<file path="config.mk">
export PLATFORM = sky130hd
export DESIGN_NAME = source_request_tracking_table
export DESIGN_NICKNAME = d
export VERILOG_FILES = /design/src/sv/sreqt_pkg.sv /design/src/sv/sreqt_mem.sv /design/src/sv/sreqt_ctrl.sv /design/src/sv/source_request_tracking_table.sv
export SDC_FILE = /design/constraint.sdc
export NUM_CORES = 1
export LEC_CHECK = 0
export ABC_AREA = 1
export BUFFER_PORTS_ARGS = -buffer_cell sky130_fd_sc_hd__buf_2
export CORE_AREA = 2 2 400 402
export DETAILED_ROUTE_END_ITERATION = 12
export DIE_AREA = 0 0 402 404
export PLACE_DENSITY = 0.41
export SKIP_CTS_REPAIR_TIMING = 1
export SYNTH_ARGS = -nofsm -noshare
export SYNTH_HDL_FRONTEND = slang
export SYNTH_SLANG_ARGS = --single-unit
</file>
<file path="constraint.sdc">
create_clock -name clock -period 8.1 [get_ports clock]
set_clock_uncertainty 0.15 [all_clocks]
set_input_delay 0.405 -clock clock [delete_from_list [all_inputs] [get_ports clock]]
set_output_delay 0.405 -clock clock [all_outputs]
set_load 0.02 [all_outputs]
</file>
<file path="src/sv/sreqt_pkg.sv">
package sreqt_pkg;

   localparam logic [1:0] OUTCOME_UPDATED  = 2'd0;
   localparam logic [1:0] OUTCOME_INSERTED = 2'd1;
   localparam logic [1:0] OUTCOME_DROPPED  = 2'd2;

   localparam logic [31:0] COUNT_MAX = 32'hFFFF_FFFF;

   typedef struct packed {
      logic [31:0] source_address;
      logic [31:0] now_seconds;
   } req_type;

   typedef struct packed {
      logic [1:0]  outcome;
      logic [3:0]  entry_index;
      logic [31:0] count_after;
      logic [4:0]  entries_used;
   } rsp_type;

   typedef struct packed {
      logic [31:0] address;
      logic [31:0] count;
      logic [31:0] last_seen;
   } entry_type;

   typedef enum logic [1:0] {
      ST_IDLE,
      ST_LOOKUP,
      ST_COMPARE,
      ST_FINISH
   } state_type;

endpackage

</file>
<file path="src/sv/sreqt_mem.sv">
module sreqt_mem #(
   parameter int DEPTH = 16,
   parameter int IW    = 4
) (
   input  logic                  clock,
   input  logic                  rd_en,
   input  logic [IW-1:0]         rd_addr,
   output sreqt_pkg::entry_type  rd_data,
   input  logic                  wr_en,
   input  logic [IW-1:0]         wr_addr,
   input  sreqt_pkg::entry_type  wr_data
);

   sreqt_pkg::entry_type entry_mem_ff [DEPTH];
   sreqt_pkg::entry_type rd_data_ff;

   always_ff @(posedge clock) begin
      if (wr_en) begin
         entry_mem_ff[wr_addr] <= wr_data;
      end
   end

   always_ff @(posedge clock) begin
      if (rd_en) begin
         rd_data_ff <= entry_mem_ff[rd_addr];
      end
   end

   assign rd_data = rd_data_ff;

endmodule

</file>
<file path="src/sv/sreqt_ctrl.sv">
module sreqt_ctrl #(
   parameter int DEPTH = 16,
   parameter int IW    = 4,
   parameter int CW    = 5
) (
   input  logic                  clock,
   input  logic                  reset,
   input  logic                  req_valid,
   output logic                  req_stall,
   input  sreqt_pkg::req_type    req_data,
   output logic                  rsp_valid,
   input  logic                  rsp_stall,
   output sreqt_pkg::rsp_type    rsp_data,
   output logic                  mem_rd_en,
   output logic [IW-1:0]         mem_rd_addr,
   input  sreqt_pkg::entry_type  mem_rd_data,
   output logic                  mem_wr_en,
   output logic [IW-1:0]         mem_wr_addr,
   output sreqt_pkg::entry_type  mem_wr_data
);

   localparam int XW = (CW > 5) ? CW : 5;

   sreqt_pkg::state_type state_ff, state_in;
   logic [CW-1:0]        idx_ff, idx_in;
   logic [CW-1:0]        used_ff, used_in;
   sreqt_pkg::req_type   item_ff, item_in;
   logic [31:0]          count_ff, count_in;
   logic [1:0]           outcome_ff, outcome_in;
   logic                 rsp_valid_ff, rsp_valid_in;
   sreqt_pkg::rsp_type   rsp_ff, rsp_in;

   logic                 req_take;
   logic                 at_end;
   logic                 full;
   logic                 hit;
   logic                 emit;
   logic [XW-1:0]        idx_ext;
   logic [XW-1:0]        used_ext;

   assign req_take = req_valid && !req_stall;
   assign at_end   = (idx_ff == used_ff);
   assign full     = (used_ff == CW'(DEPTH));
   assign hit      = (mem_rd_data.address == item_ff.source_address);
   assign emit     = (state_ff == sreqt_pkg::ST_FINISH) && (!rsp_valid_ff || !rsp_stall);

   always_comb begin
      state_in = state_ff;
      case (state_ff)
         sreqt_pkg::ST_IDLE: begin
            if (req_valid) begin
               state_in = sreqt_pkg::ST_LOOKUP;
            end
         end
         sreqt_pkg::ST_LOOKUP: begin
            state_in = at_end ? sreqt_pkg::ST_FINISH : sreqt_pkg::ST_COMPARE;
         end
         sreqt_pkg::ST_COMPARE: begin
            state_in = hit ? sreqt_pkg::ST_FINISH : sreqt_pkg::ST_LOOKUP;
         end
         sreqt_pkg::ST_FINISH: begin
            if (emit) begin
               state_in = sreqt_pkg::ST_IDLE;
            end
         end
         default: state_in = sreqt_pkg::ST_IDLE;
      endcase
   end

   always_comb begin
      idx_in       = idx_ff;
      used_in      = used_ff;
      item_in      = item_ff;
      count_in     = count_ff;
      outcome_in   = outcome_ff;
      rsp_valid_in = rsp_valid_ff && rsp_stall;
      rsp_in       = rsp_ff;
      req_stall    = (state_ff != sreqt_pkg::ST_IDLE);
      mem_rd_en    = 1'b0;
      mem_wr_en    = 1'b0;
      used_ext     = '0;
      idx_ext      = XW'(idx_ff);
      case (state_ff)
         sreqt_pkg::ST_IDLE: begin
            if (req_take) begin
               item_in = req_data;
               idx_in  = '0;
            end
         end
         sreqt_pkg::ST_LOOKUP: begin
            if (at_end) begin
               if (full) begin
                  outcome_in = sreqt_pkg::OUTCOME_DROPPED;
                  count_in   = '0;
               end else begin
                  outcome_in = sreqt_pkg::OUTCOME_INSERTED;
                  count_in   = 32'd1;
               end
            end else begin
               mem_rd_en = 1'b1;
            end
         end
         sreqt_pkg::ST_COMPARE: begin
            if (hit) begin
               outcome_in = sreqt_pkg::OUTCOME_UPDATED;
               count_in   = (mem_rd_data.count == sreqt_pkg::COUNT_MAX) ?
                            mem_rd_data.count : mem_rd_data.count + 32'd1;
            end else begin
               idx_in = idx_ff + CW'(1);
            end
         end
         sreqt_pkg::ST_FINISH: begin
            if (emit) begin
               mem_wr_en = (outcome_ff != sreqt_pkg::OUTCOME_DROPPED);
               if (outcome_ff == sreqt_pkg::OUTCOME_INSERTED) begin
                  used_in = used_ff + CW'(1);
               end
               used_ext             = XW'(used_in);
               rsp_valid_in         = 1'b1;
               rsp_in.outcome       = outcome_ff;
               rsp_in.entry_index   = (outcome_ff == sreqt_pkg::OUTCOME_DROPPED) ?
                                      4'd0 : idx_ext[3:0];
               rsp_in.count_after   = count_ff;
               rsp_in.entries_used  = used_ext[4:0];
            end
         end
         default: begin
         end
      endcase
   end

   assign mem_rd_addr           = idx_ff[IW-1:0];
   assign mem_wr_addr           = idx_ff[IW-1:0];
   assign mem_wr_data.address   = item_ff.source_address;
   assign mem_wr_data.count     = count_ff;
   assign mem_wr_data.last_seen = item_ff.now_seconds;

   always_ff @(posedge clock) begin
      if (reset) begin
         state_ff     <= sreqt_pkg::ST_IDLE;
         used_ff      <= '0;
         rsp_valid_ff <= 1'b0;
      end else begin
         state_ff     <= state_in;
         used_ff      <= used_in;
         rsp_valid_ff <= rsp_valid_in;
      end
   end

   always_ff @(posedge clock) begin
      idx_ff     <= idx_in;
      item_ff    <= item_in;
      count_ff   <= count_in;
      outcome_ff <= outcome_in;
      rsp_ff     <= rsp_in;
   end

   assign rsp_valid = rsp_valid_ff;
   assign rsp_data  = rsp_ff;

endmodule

</file>
<file path="src/sv/source_request_tracking_table.sv">
// Channel  | Ports                          | Direction | Transaction
// request  | req_valid req_stall req_data   | in        | source address, time
// response | rsp_valid rsp_stall rsp_data   | out       | outcome, index, count, used
//
// One transaction at a time. Per accepted request, a hit at entry j reads
// entries 0 to j, and a miss with u entries in use reads all u, at most
// TABLE_DEPTH. Each compare is one entry memory read in ST_LOOKUP plus a check in ST_COMPARE.
// Valid entries always form a prefix, so a fill count replaces valid bits and
// reset needs no clearing pass. A new request is taken while a response waits;
// a stalled response holds the sequencer in ST_FINISH until it leaves.
module source_request_tracking_table #(
   parameter int TABLE_DEPTH = 16
) (
   input  logic                clock,
   input  logic                reset,
   input  logic                req_valid,
   output logic                req_stall,
   input  sreqt_pkg::req_type  req_data,
   output logic                rsp_valid,
   input  logic                rsp_stall,
   output sreqt_pkg::rsp_type  rsp_data
);

   localparam int IW = (TABLE_DEPTH > 1) ? $clog2(TABLE_DEPTH) : 1;
   localparam int CW = $clog2(TABLE_DEPTH + 1);

   logic                 mem_rd_en;
   logic [IW-1:0]        mem_rd_addr;
   sreqt_pkg::entry_type mem_rd_data;
   logic                 mem_wr_en;
   logic [IW-1:0]        mem_wr_addr;
   sreqt_pkg::entry_type mem_wr_data;

   sreqt_ctrl #(
      .DEPTH (TABLE_DEPTH),
      .IW    (IW),
      .CW    (CW)
   ) u_ctrl (
      .clock       (clock),
      .reset       (reset),
      .req_valid   (req_valid),
      .req_stall   (req_stall),
      .req_data    (req_data),
      .rsp_valid   (rsp_valid),
      .rsp_stall   (rsp_stall),
      .rsp_data    (rsp_data),
      .mem_rd_en   (mem_rd_en),
      .mem_rd_addr (mem_rd_addr),
      .mem_rd_data (mem_rd_data),
      .mem_wr_en   (mem_wr_en),
      .mem_wr_addr (mem_wr_addr),
      .mem_wr_data (mem_wr_data)
   );

   sreqt_mem #(
      .DEPTH (TABLE_DEPTH),
      .IW    (IW)
   ) u_mem (
      .clock   (clock),
      .rd_en   (mem_rd_en),
      .rd_addr (mem_rd_addr),
      .rd_data (mem_rd_data),
      .wr_en   (mem_wr_en),
      .wr_addr (mem_wr_addr),
      .wr_data (mem_wr_data)
   );

endmodule

</file>
; Yosys cells after proc, flatten, opt, wreduce, memory -nomap -nowiden
; Memory sizes are Yosys's and may differ from the RTL's. A register that Yosys moved wholly into a read port is not among the register bits.
; Cells that the tools add are included.
[classes]
n_eq_ne = 16
mul = 0
add_sub_neg = 3
mux = 26
n_lt_le_gt_ge = 0
bitwise = 0
div = 0
n_reduce_logical = 16
shift = 0
[op_table]
columns = cell, n
row1 = 32-bit two-way mux, 3
row2 = 32-bit one-hot mux with 2 select lines, 1
row3 = 32-bit by 1-bit adder with 32-bit output (second input constant), 1
row4 = 32-bit == test, 1
row5 = 32-bit == test (second input constant), 1
row6 = 5-bit two-way mux, 3
row7 = 2-bit two-way mux, 6
row8 = 5-bit by 1-bit adder with 5-bit output (second input constant), 2
row9 = 1-bit two-way mux, 10
row10 = 5-bit one-hot mux with 2 select lines, 1
row11 = 2-bit by 1-bit inequality test with 1-bit output (second input constant), 4
row12 = 2-bit one-hot mux with 4 select lines, 1
row13 = 2-bit == test (second input constant), 3
row14 = 2-bit inequality test (second input constant), 3
row15 = 2-bit AND reduction, 3
row16 = 3-bit AND reduction, 2
row17 = 2-bit nonzero test, 3
row18 = 5-bit == test, 1
row19 = 5-bit == test (second input constant), 1
row20 = 2-bit by 1-bit == test with 1-bit output (second input constant), 2
row21 = 2-bit one-hot mux with 2 select lines, 1
row22 = 1-bit logical AND, 3
row23 = 1-bit zero test, 3
row24 = 2-bit zero test, 1
row25 = 1-bit logical OR, 1
[totals]
mem_bits_rw = 1536
latch_bits = 0
ff_bits = 154
elab_cells = 74
n_memories = 1
inputBits = 68
romBits = 0
[mem_list]
columns = memory, words, word_bits, read_ports, rd_clocked_by_memory_dff, wr, line_no
row1 = u_mem.entry_mem_ff, 16, 96, 1, 1, 1, sreqt_mem.sv:14  ; sreqt_pkg::entry_type entry_mem_ff [DEPTH];

; Depth between registers and ports, before layout
; Gate-level depths: netlist (run 1).
[depth]
word_depth = 7
depth_mapped = 11

; Modules after synthesis
; Synthesis (run 1) repeated with hierarchy kept, for this count alone.
[unflattened]
hier_cells = 6972
hier_area_um2 = 75561.2
[modules_own_cells]
columns = mod, cells_per_inst, n_inst, area_each_um2
row1 = sreqt_mem, 6302, 1, 68565.8
row2 = sreqt_ctrl, 670, 1, 6995.5

; Worst setup path before layout (run 1)
; No wires, ideal clock.
[synth_path]
kind = reg2reg
from = register u_ctrl.idx_ff[2] (netlist: u_ctrl.idx_ext[2])
to = memory u_mem.entry_mem_ff[3][32] (netlist name) (enable)
arrival_time_ns = 5.393
setup_ns = 0.565
slack_ns = 1.992
n_path_buf = 1
path_stages_with_launch = 5
path_cell_list = edfxtp_1 nor2_1 clkbuf_1 inv_1 nor3_1
[synth_rtl]
columns = element, line_no
row1 = start: declaration, sreqt_ctrl.sv:25  ; logic [CW-1:0] idx_ff, idx_in;
row2 = start signal: assignment, sreqt_ctrl.sv:151  ; idx_ff <= idx_in;
row3 = end: declaration, sreqt_mem.sv:14
; Straight into the memory's write port.

; Worst setup path after layout (run 1)
[layout_path]
from = register u_ctrl.idx_ff[1] (netlist: u_ctrl.idx_ext[1])
to = memory u_mem.entry_mem_ff[10][78] (netlist name) (enable)
; Straight into the memory's write port.

==> results of run 1 <==
-- worst max-delay path by stage --
stage,end,cells after the start,from,slack [ps]
CTS,u_mem.entry_mem_ff[10][86],6,u_ctrl.idx_ext[1],3280
floorplan,u_mem.entry_mem_ff[3][32],4,u_ctrl.idx_ext[2],1990
finish,u_mem.entry_mem_ff[10][78],6,u_ctrl.idx_ext[1],3420
global route,u_mem.entry_mem_ff[10][78],6,u_ctrl.idx_ext[1],3170
global placement,u_mem.entry_mem_ff[10][80],6,u_ctrl.idx_ext[1],3290
detailed placement,u_mem.entry_mem_ff[10][74],6,u_ctrl.idx_ext[1],3290
-- layout make-up --
| class | instances | area (um2) | share of cell area (%) |
|---|---|---|---|
| Clock buffer | 193 | 3820 | 7.03 |
| Timing Repair Buffer | 171 | 1220 | 2.24 |
| Sequential cell | 1210 | 36300 | 66.7 |
| Tap cell | 2072 | 2590 | 4.77 |
| Inverter | 99 | 400 | 0.737 |
| Multi-Input combinational cell | 2009 | 9670 | 17.8 |
| Clock inverter | 49 | 387 | 0.712 |
-- power breakdown --
group          leakage, nW  internal [mW]  switching [mW]
Sequential            11.0           7.84           0.622
Combinational         4.68           1.20            3.14
Clock                 2.05           3.44            2.49
Total                 17.7           12.5            6.25
-- layout by cell type (no fill, tap or decap), drive strengths merged --
cell type	n
a211oi	2
xnor2	24
nor3	8
nand4	69
nor2	606
clkinv	39
inv	104
a31oi	4
or2	5
a21oi	12
nand3	28
buf	137
nand2	434
bufinv	5
nand3b	5
o22ai	257
edfxtp	1202
o21ai	527
o31ai	1
dlygate4sd3	34
ha	11
nor4	1
clkbuf	193
dfxtp	8
xor2	15
-- tightest hold or removal path, delay by kind of cell --
kind	cells	cell delay, ps
AND/OR/NAND/NOR	3	280
AO/OA/AOI/OAI	2	120
buffers and inverters	1	90
-- routing by layer --
layer	track usage [%]	part of all wire [%]
met4	3.88	1.7
met3	2.39	3.4
met5	0	0.012
met2	25.9	47
met1	22.7	48
-- synth_stat cells, types with 24 or more instances --
cell type | number | area [um2]
nor2_1 | 598 | 2240
buf_2 | 71 | 355
nand2_1 | 427 | 1600
o21ai_0 | 470 | 2350
o21ai_1 | 57 | 285
clkbuf_1 | 102 | 383
o22ai_1 | 257 | 1610
edfxtp_1 | 1202 | 36100
xnor2_1 | 24 | 210
nand3_1 | 27 | 135
nand4_1 | 69 | 432
inv_1 | 90 | 338
-- state kept, by name (all words and copies together) (netlist names) --
name                flops
u_ctrl.mem_wr_data     32
u_ctrl.idx_ext          5
u_ctrl.outcome_ff       2
u_ctrl.rsp_data        43
u_mem.entry_mem_ff   1024
u_ctrl.count_ff        32
u_ctrl.state_ff         2
u_ctrl.rsp_valid        1
u_mem.rd_data          64
u_ctrl.used_ff          5
-- cell families after synthesis --
logic type | after synthesis
flip-flops | 1210
XOR/XNOR | 39
AND/OR/NAND/NOR | 1156
buffers and inverters | 304
adder cells (fa/ha/maj) | 11
AO/OA/AOI/OAI | 803
==> metrics.yaml, run 1 <==
critical_path:
  worst-path-buf-inv: 3
  worstRegToRegCells: 6
  crit_fanout: 137
  cpMaxStageDelayCell: "buf_4"
  path_delay_family: "buffers and inverters"
  reg2reg_to: "u_mem.entry_mem_ff[10][78]"
  reg2reg_slack_ps: 3420
  path_common_cell: "buf_4"
  path_cells: "buf_4, buf_12, ha_1, nand2_1, nor2_4, buf_4"
  required_ps: 8310
  rr_startpoint: "u_ctrl.idx_ext[1]"
  crit_type: "flip-flop to flip-flop"
  end_kind: "flip-flop"
  crit_path_max_incr_delay_ps: 930
  cp-start-kind: "flip-flop"
  arrival_ps: 4890
detailed_routing:
  wl_per_cell_um: 22.6
  ant_nets: 0
  drt-initial-drc-count: 1847
  viasPerCell: 4.87
  drt_wl_total_um: 131000
  drt_pass1_iterations: 6
  route.detailed.drc: 0
  vias: 28300
clock_tree:
  clock_latency_ps: 760
  htree_levels: 4
  cts_inserted_buffers: 139
  cts.sinks: 1210
  cts_buffer_depth: 3
  cts_tree: "built"
  cts-root-buf: "clkbuf_16"
  clkTransAtPathRegs_ps: 60
synth:
  synthSimpleGateAreaFrac_pct: 9.95
  synth_fa_ha_area_share_pct: 0.292
  synth_edf_count: 1202
  yosysUniqueCellTypes: 39
  synthesis.nets: 3602
  synth_xor_area_share_pct: 0.725
  synth_top_family_by_area: "simple AND/OR/NAND/NOR gates"
  synth_mux_area_share_pct: 0
  synth-async-reset-ratio_pct: 0
  post_synth_instance_area_um2: 47100
  yosysSeqAreaShare_pct: 76.9
  yosys_warnings: 0
  ys_ff_latch: 1210
  netlist_instances: 3523
  syn_area_per_cell_um2: 13.4
  synth_flop_cell: "edfxtp_1"
  synth_compound_gate_area_share_pct: 9.24
die:
  start_util_pct: 29.9
  io_pins: 113
  core.rowCount: 146
  core_area_um2: 158000
  die_w_um: 402
  dieArea_um2: 162000
  die_h_um: 404
sta:
  fin_ws_ps: 3420
  fin_crit_sh_pct: 57.7
  hold_violations: 0
  fin_crit_ps: 4680
  worstMarginPinSlew_ps: 1140
  fmax_mhz: 214
  final.setup.tns_ps: 0
  slew_violations: 0
  setup_viol: 0
  maxSlewHeadroom_pct: 23.4
  rsz0062_at_grt: "false"
  whs_ps: 59.2
power:
  p_per_area_nw_per_um2: 345
  power.total_mw: 18.7
  leakage_nw: 17.7
  ir_drop_mv: 0.282
placed_design:
  place_inst: 5527
  place_area_um2: 49800
  place_hpwl_um: 64000
  place_congestion: 0.766
  pre_cts_slack_ps: 3290
  numPortBuffers: 80
min_path:
  hold_path.class: "input port to flip-flop"
  whs_endpoint: "u_ctrl.state_ff[1]"
  min_from: "rsp_stall"
  hold_depth: 6
status:
  status: "complete, no violations"
final_layout:
  postLayoutCoreUtil_pct: 34.4
  drive_above_1_share_pct: 9.84
  antennaDiodeCount: 0
  final_area_um2: 54300
  finalNetCount: 3709
  fin_cells: 5803
  area_growth_pct: 15.3
  nFillCells: 15500
grt:
  grt_usage_pct: 16.0
  grt_max_degree: 169
  antenna_found_initial: 4
  grt-ovfl-total: 0
  grt_pass1_vias: 27800
  grt_pass1_wl_um: 193000
flow_run:
  maxCapViolations: 0
No activity file was read; power rests on OpenSTA's default activity.
==> run 2: changes to the inputs <==
==> constraint.sdc (replaced) <==
create_clock -name clock -period 4.85 [get_ports clock]
set_clock_uncertainty 0.15 [all_clocks]
set_input_delay 0.2425 -clock clock [delete_from_list [all_inputs] [get_ports clock]]
set_output_delay 0.2425 -clock clock [all_outputs]
set_load 0.02 [all_outputs]
==> run 2 against run 1 <==
Net effect:
- clock power increased by 69%
- setup slack got worse by 2000 ps
- final cell count increased by 0.33%
- wire length increased by 1.1%
- hold slack got worse by 20 ps
- via count decreased by 0.16%
- flip-flop and latch count unchanged
- register-to-register slack got worse by 2000 ps
- largest cell class unchanged
==> metrics.yaml, run 2 (synthesized netlist as in run 1, its figures left out) <==
grt:
  antenna_found_initial: 2  # -2
  grt-ovfl-total: 0  # unchanged
  grt_max_degree: 161  # -4.7%
  grt_pass1_vias: 27800  # -0.26%
  grt_usage_pct: 16.2  # +0.20 points
  grt_pass1_wl_um: 194000  # +0.75%
critical_path:
  arrival_ps: 3870  # -1020 ps
  crit_fanout: 97  # -29%
  crit_type: "flip-flop to flip-flop"
  path_cells: "buf_4, buf_4, o21ai_0, o22ai_1, nand2_1, nand4_1"
  worst-path-buf-inv: 2  # -1
  required_ps: 5320  # -2990 ps
  cp-start-kind: "flip-flop"
  end_kind: "flip-flop"
  path_delay_family: "buffers and inverters"
  crit_path_max_incr_delay_ps: 890  # -40 ps
  path_common_cell: "buf_4"
  cpMaxStageDelayCell: "buf_4"
power:
  p_sw_share_pct: 33.6  # +0.25 points
  ir_drop_mv: 0.372  # +32%
  p_per_area_nw_per_um2: 574  # +67%
  seqPwrFrac_pct: 45.0  # -0.2 points
  p_switching_mw: 10.6  # +69%
  power.total_mw: 31.4  # +68%
  leakage_nw: 17.9  # +0.97%
  combPwrFrac_pct: 23.3  # about the same
  internal_power_mw: 20.9  # +67%
  clockPowerShare_pct: 31.7  # about the same
detailed_routing:
  ant_nets: 0  # unchanged
  vias: 28200  # -0.16%
  route.detailed.drc: 0  # unchanged
  drt-initial-drc-count: 1844  # -0.16%
  viasPerCell: 4.85  # -0.49%
  wl_per_cell_um: 22.8  # +0.76%
  drt_wl_total_um: 133000  # +1.1%
  drt_pass1_iterations: 5  # -1
placed_design:
  place_hpwl_um: 64600  # +0.93%
  place_inst: 5540  # +0.24%
  place_congestion: 0.798  # +4.1%
  pre_cts_slack_ps: 1460  # -1830 ps
  place_area_um2: 50100  # +0.70%
  numPortBuffers: 80  # unchanged
clock_tree:
  cts_inserted_buffers: 140  # +0.72%
  cts-root-buf: "clkbuf_16"
  cts.sinks: 1210  # unchanged
  htree_levels: 4  # unchanged
  cts_buffer_depth: 3  # unchanged
  cts_tree: "built"
  clock_latency_ps: 780  # +20 ps
  clkTransAtPathRegs_ps: 60  # about the same
final_layout:
  layout_common_cells: "1,202 x edfxtp_1, 582 x nor2_1, 470 x o21ai_0"
  drive_above_1_share_pct: 10.3  # +0.49 points
  nFillCells: 15500  # +0.29%
  final_area_um2: 54800  # +0.79%
  layout_commonest_cell: "edfxtp_1"
  postLayoutCoreUtil_pct: 34.7  # +0.27 points
  fin_cells: 5822  # +0.33%
  largest_register_ffs: 1024  # unchanged
  finalNetCount: 3725  # +0.43%
  area_growth_pct: 16.2
  largest-register: "u_mem.entry_mem_ff"
sta:
  rsz0062_at_grt: "false"
  whs_ps: 39.6  # -19.6 ps
  setup_viol: 0  # unchanged
  final.setup.tns_ps: 0  # unchanged
  fin_crit_ps: 3400  # -1280 ps
  hold_violations: 0  # unchanged
  fmax_mhz: 294  # +38%
  maxSlewHeadroom_pct: 27.7  # +4.3 points
  worstMarginPinSlew_ps: 1090  # -57.6 ps
  fin_ws_ps: 1450  # -1970 ps
  slew_violations: 0  # unchanged
  fin_crit_sh_pct: 70.1  # +12 points
die:
  core.rowCount: 146  # unchanged
  dieArea_um2: 162000  # unchanged
  core_area_um2: 158000  # unchanged
  die_h_um: 404  # unchanged
  io_pins: 113  # unchanged
  start_util_pct: 29.9  # unchanged
  die_w_um: 402  # unchanged
status:
  status: "complete, no violations"
flow_run:
  maxCapViolations: 0  # unchanged
min_path:
  hold_path.class: "input port to flip-flop"
==> run 2: layout make-up <==
type / count / area (um2) / area share (%)
flip-flops and latches: 1210 / 36300 / 66.2
repair buffers: 186 / 1590 / 2.90
clock inverters: 71 / 613 / 1.12
well taps: 2072 / 2590 / 4.73
clock buffers: 174 / 3650 / 6.67
inverters: 99 / 400 / 0.731
diodes: 1 / 2.50 / 0.00457
multi-input cells: 2009 / 9670 / 17.7
==> run 2: layer usage <==
metal	vias up	GRT usage [%]	routed length [um]
li1	13200	-	-
met1	14400	22.7	63600
met2	468	26.4	62400
met3	174	2.34	4190
met4	0	4.16	2560
met5	-	0	0
==> run 2: path summary, 6_finish.rpt <==
check | startpoint | to | slack, ps | cells past startpoint
min reg2reg | u_ctrl.outcome_ff[1] | u_ctrl.rsp_data[42] | 370 | 0
min | req_data[61] | u_ctrl.mem_wr_data[93] | 40 | 2
max | u_ctrl.idx_ext[0] | u_mem.rd_data[86] | 1450 | 6
max reg2reg | u_ctrl.idx_ext[0] | u_mem.rd_data[86] | 1450 | 6
==> run 2: power by group through the flow <==
| stage | clock network [mW] | logic (mW) | registers, mW |
|---|---|---|---|
| 3_3_place_gp | 0 | 7.46 | 14.4 |
| 3_5_place_dp | 0 | 7.42 | 14.4 |
| 2_1_floorplan | 0 | 4.95 | 13.9 |
| 5_1_grt | 10.7 | 8.23 | 14.3 |
| 6_report | 9.98 | 7.32 | 14.1 |
| 4_1_cts | 10.3 | 7.45 | 14.2 |
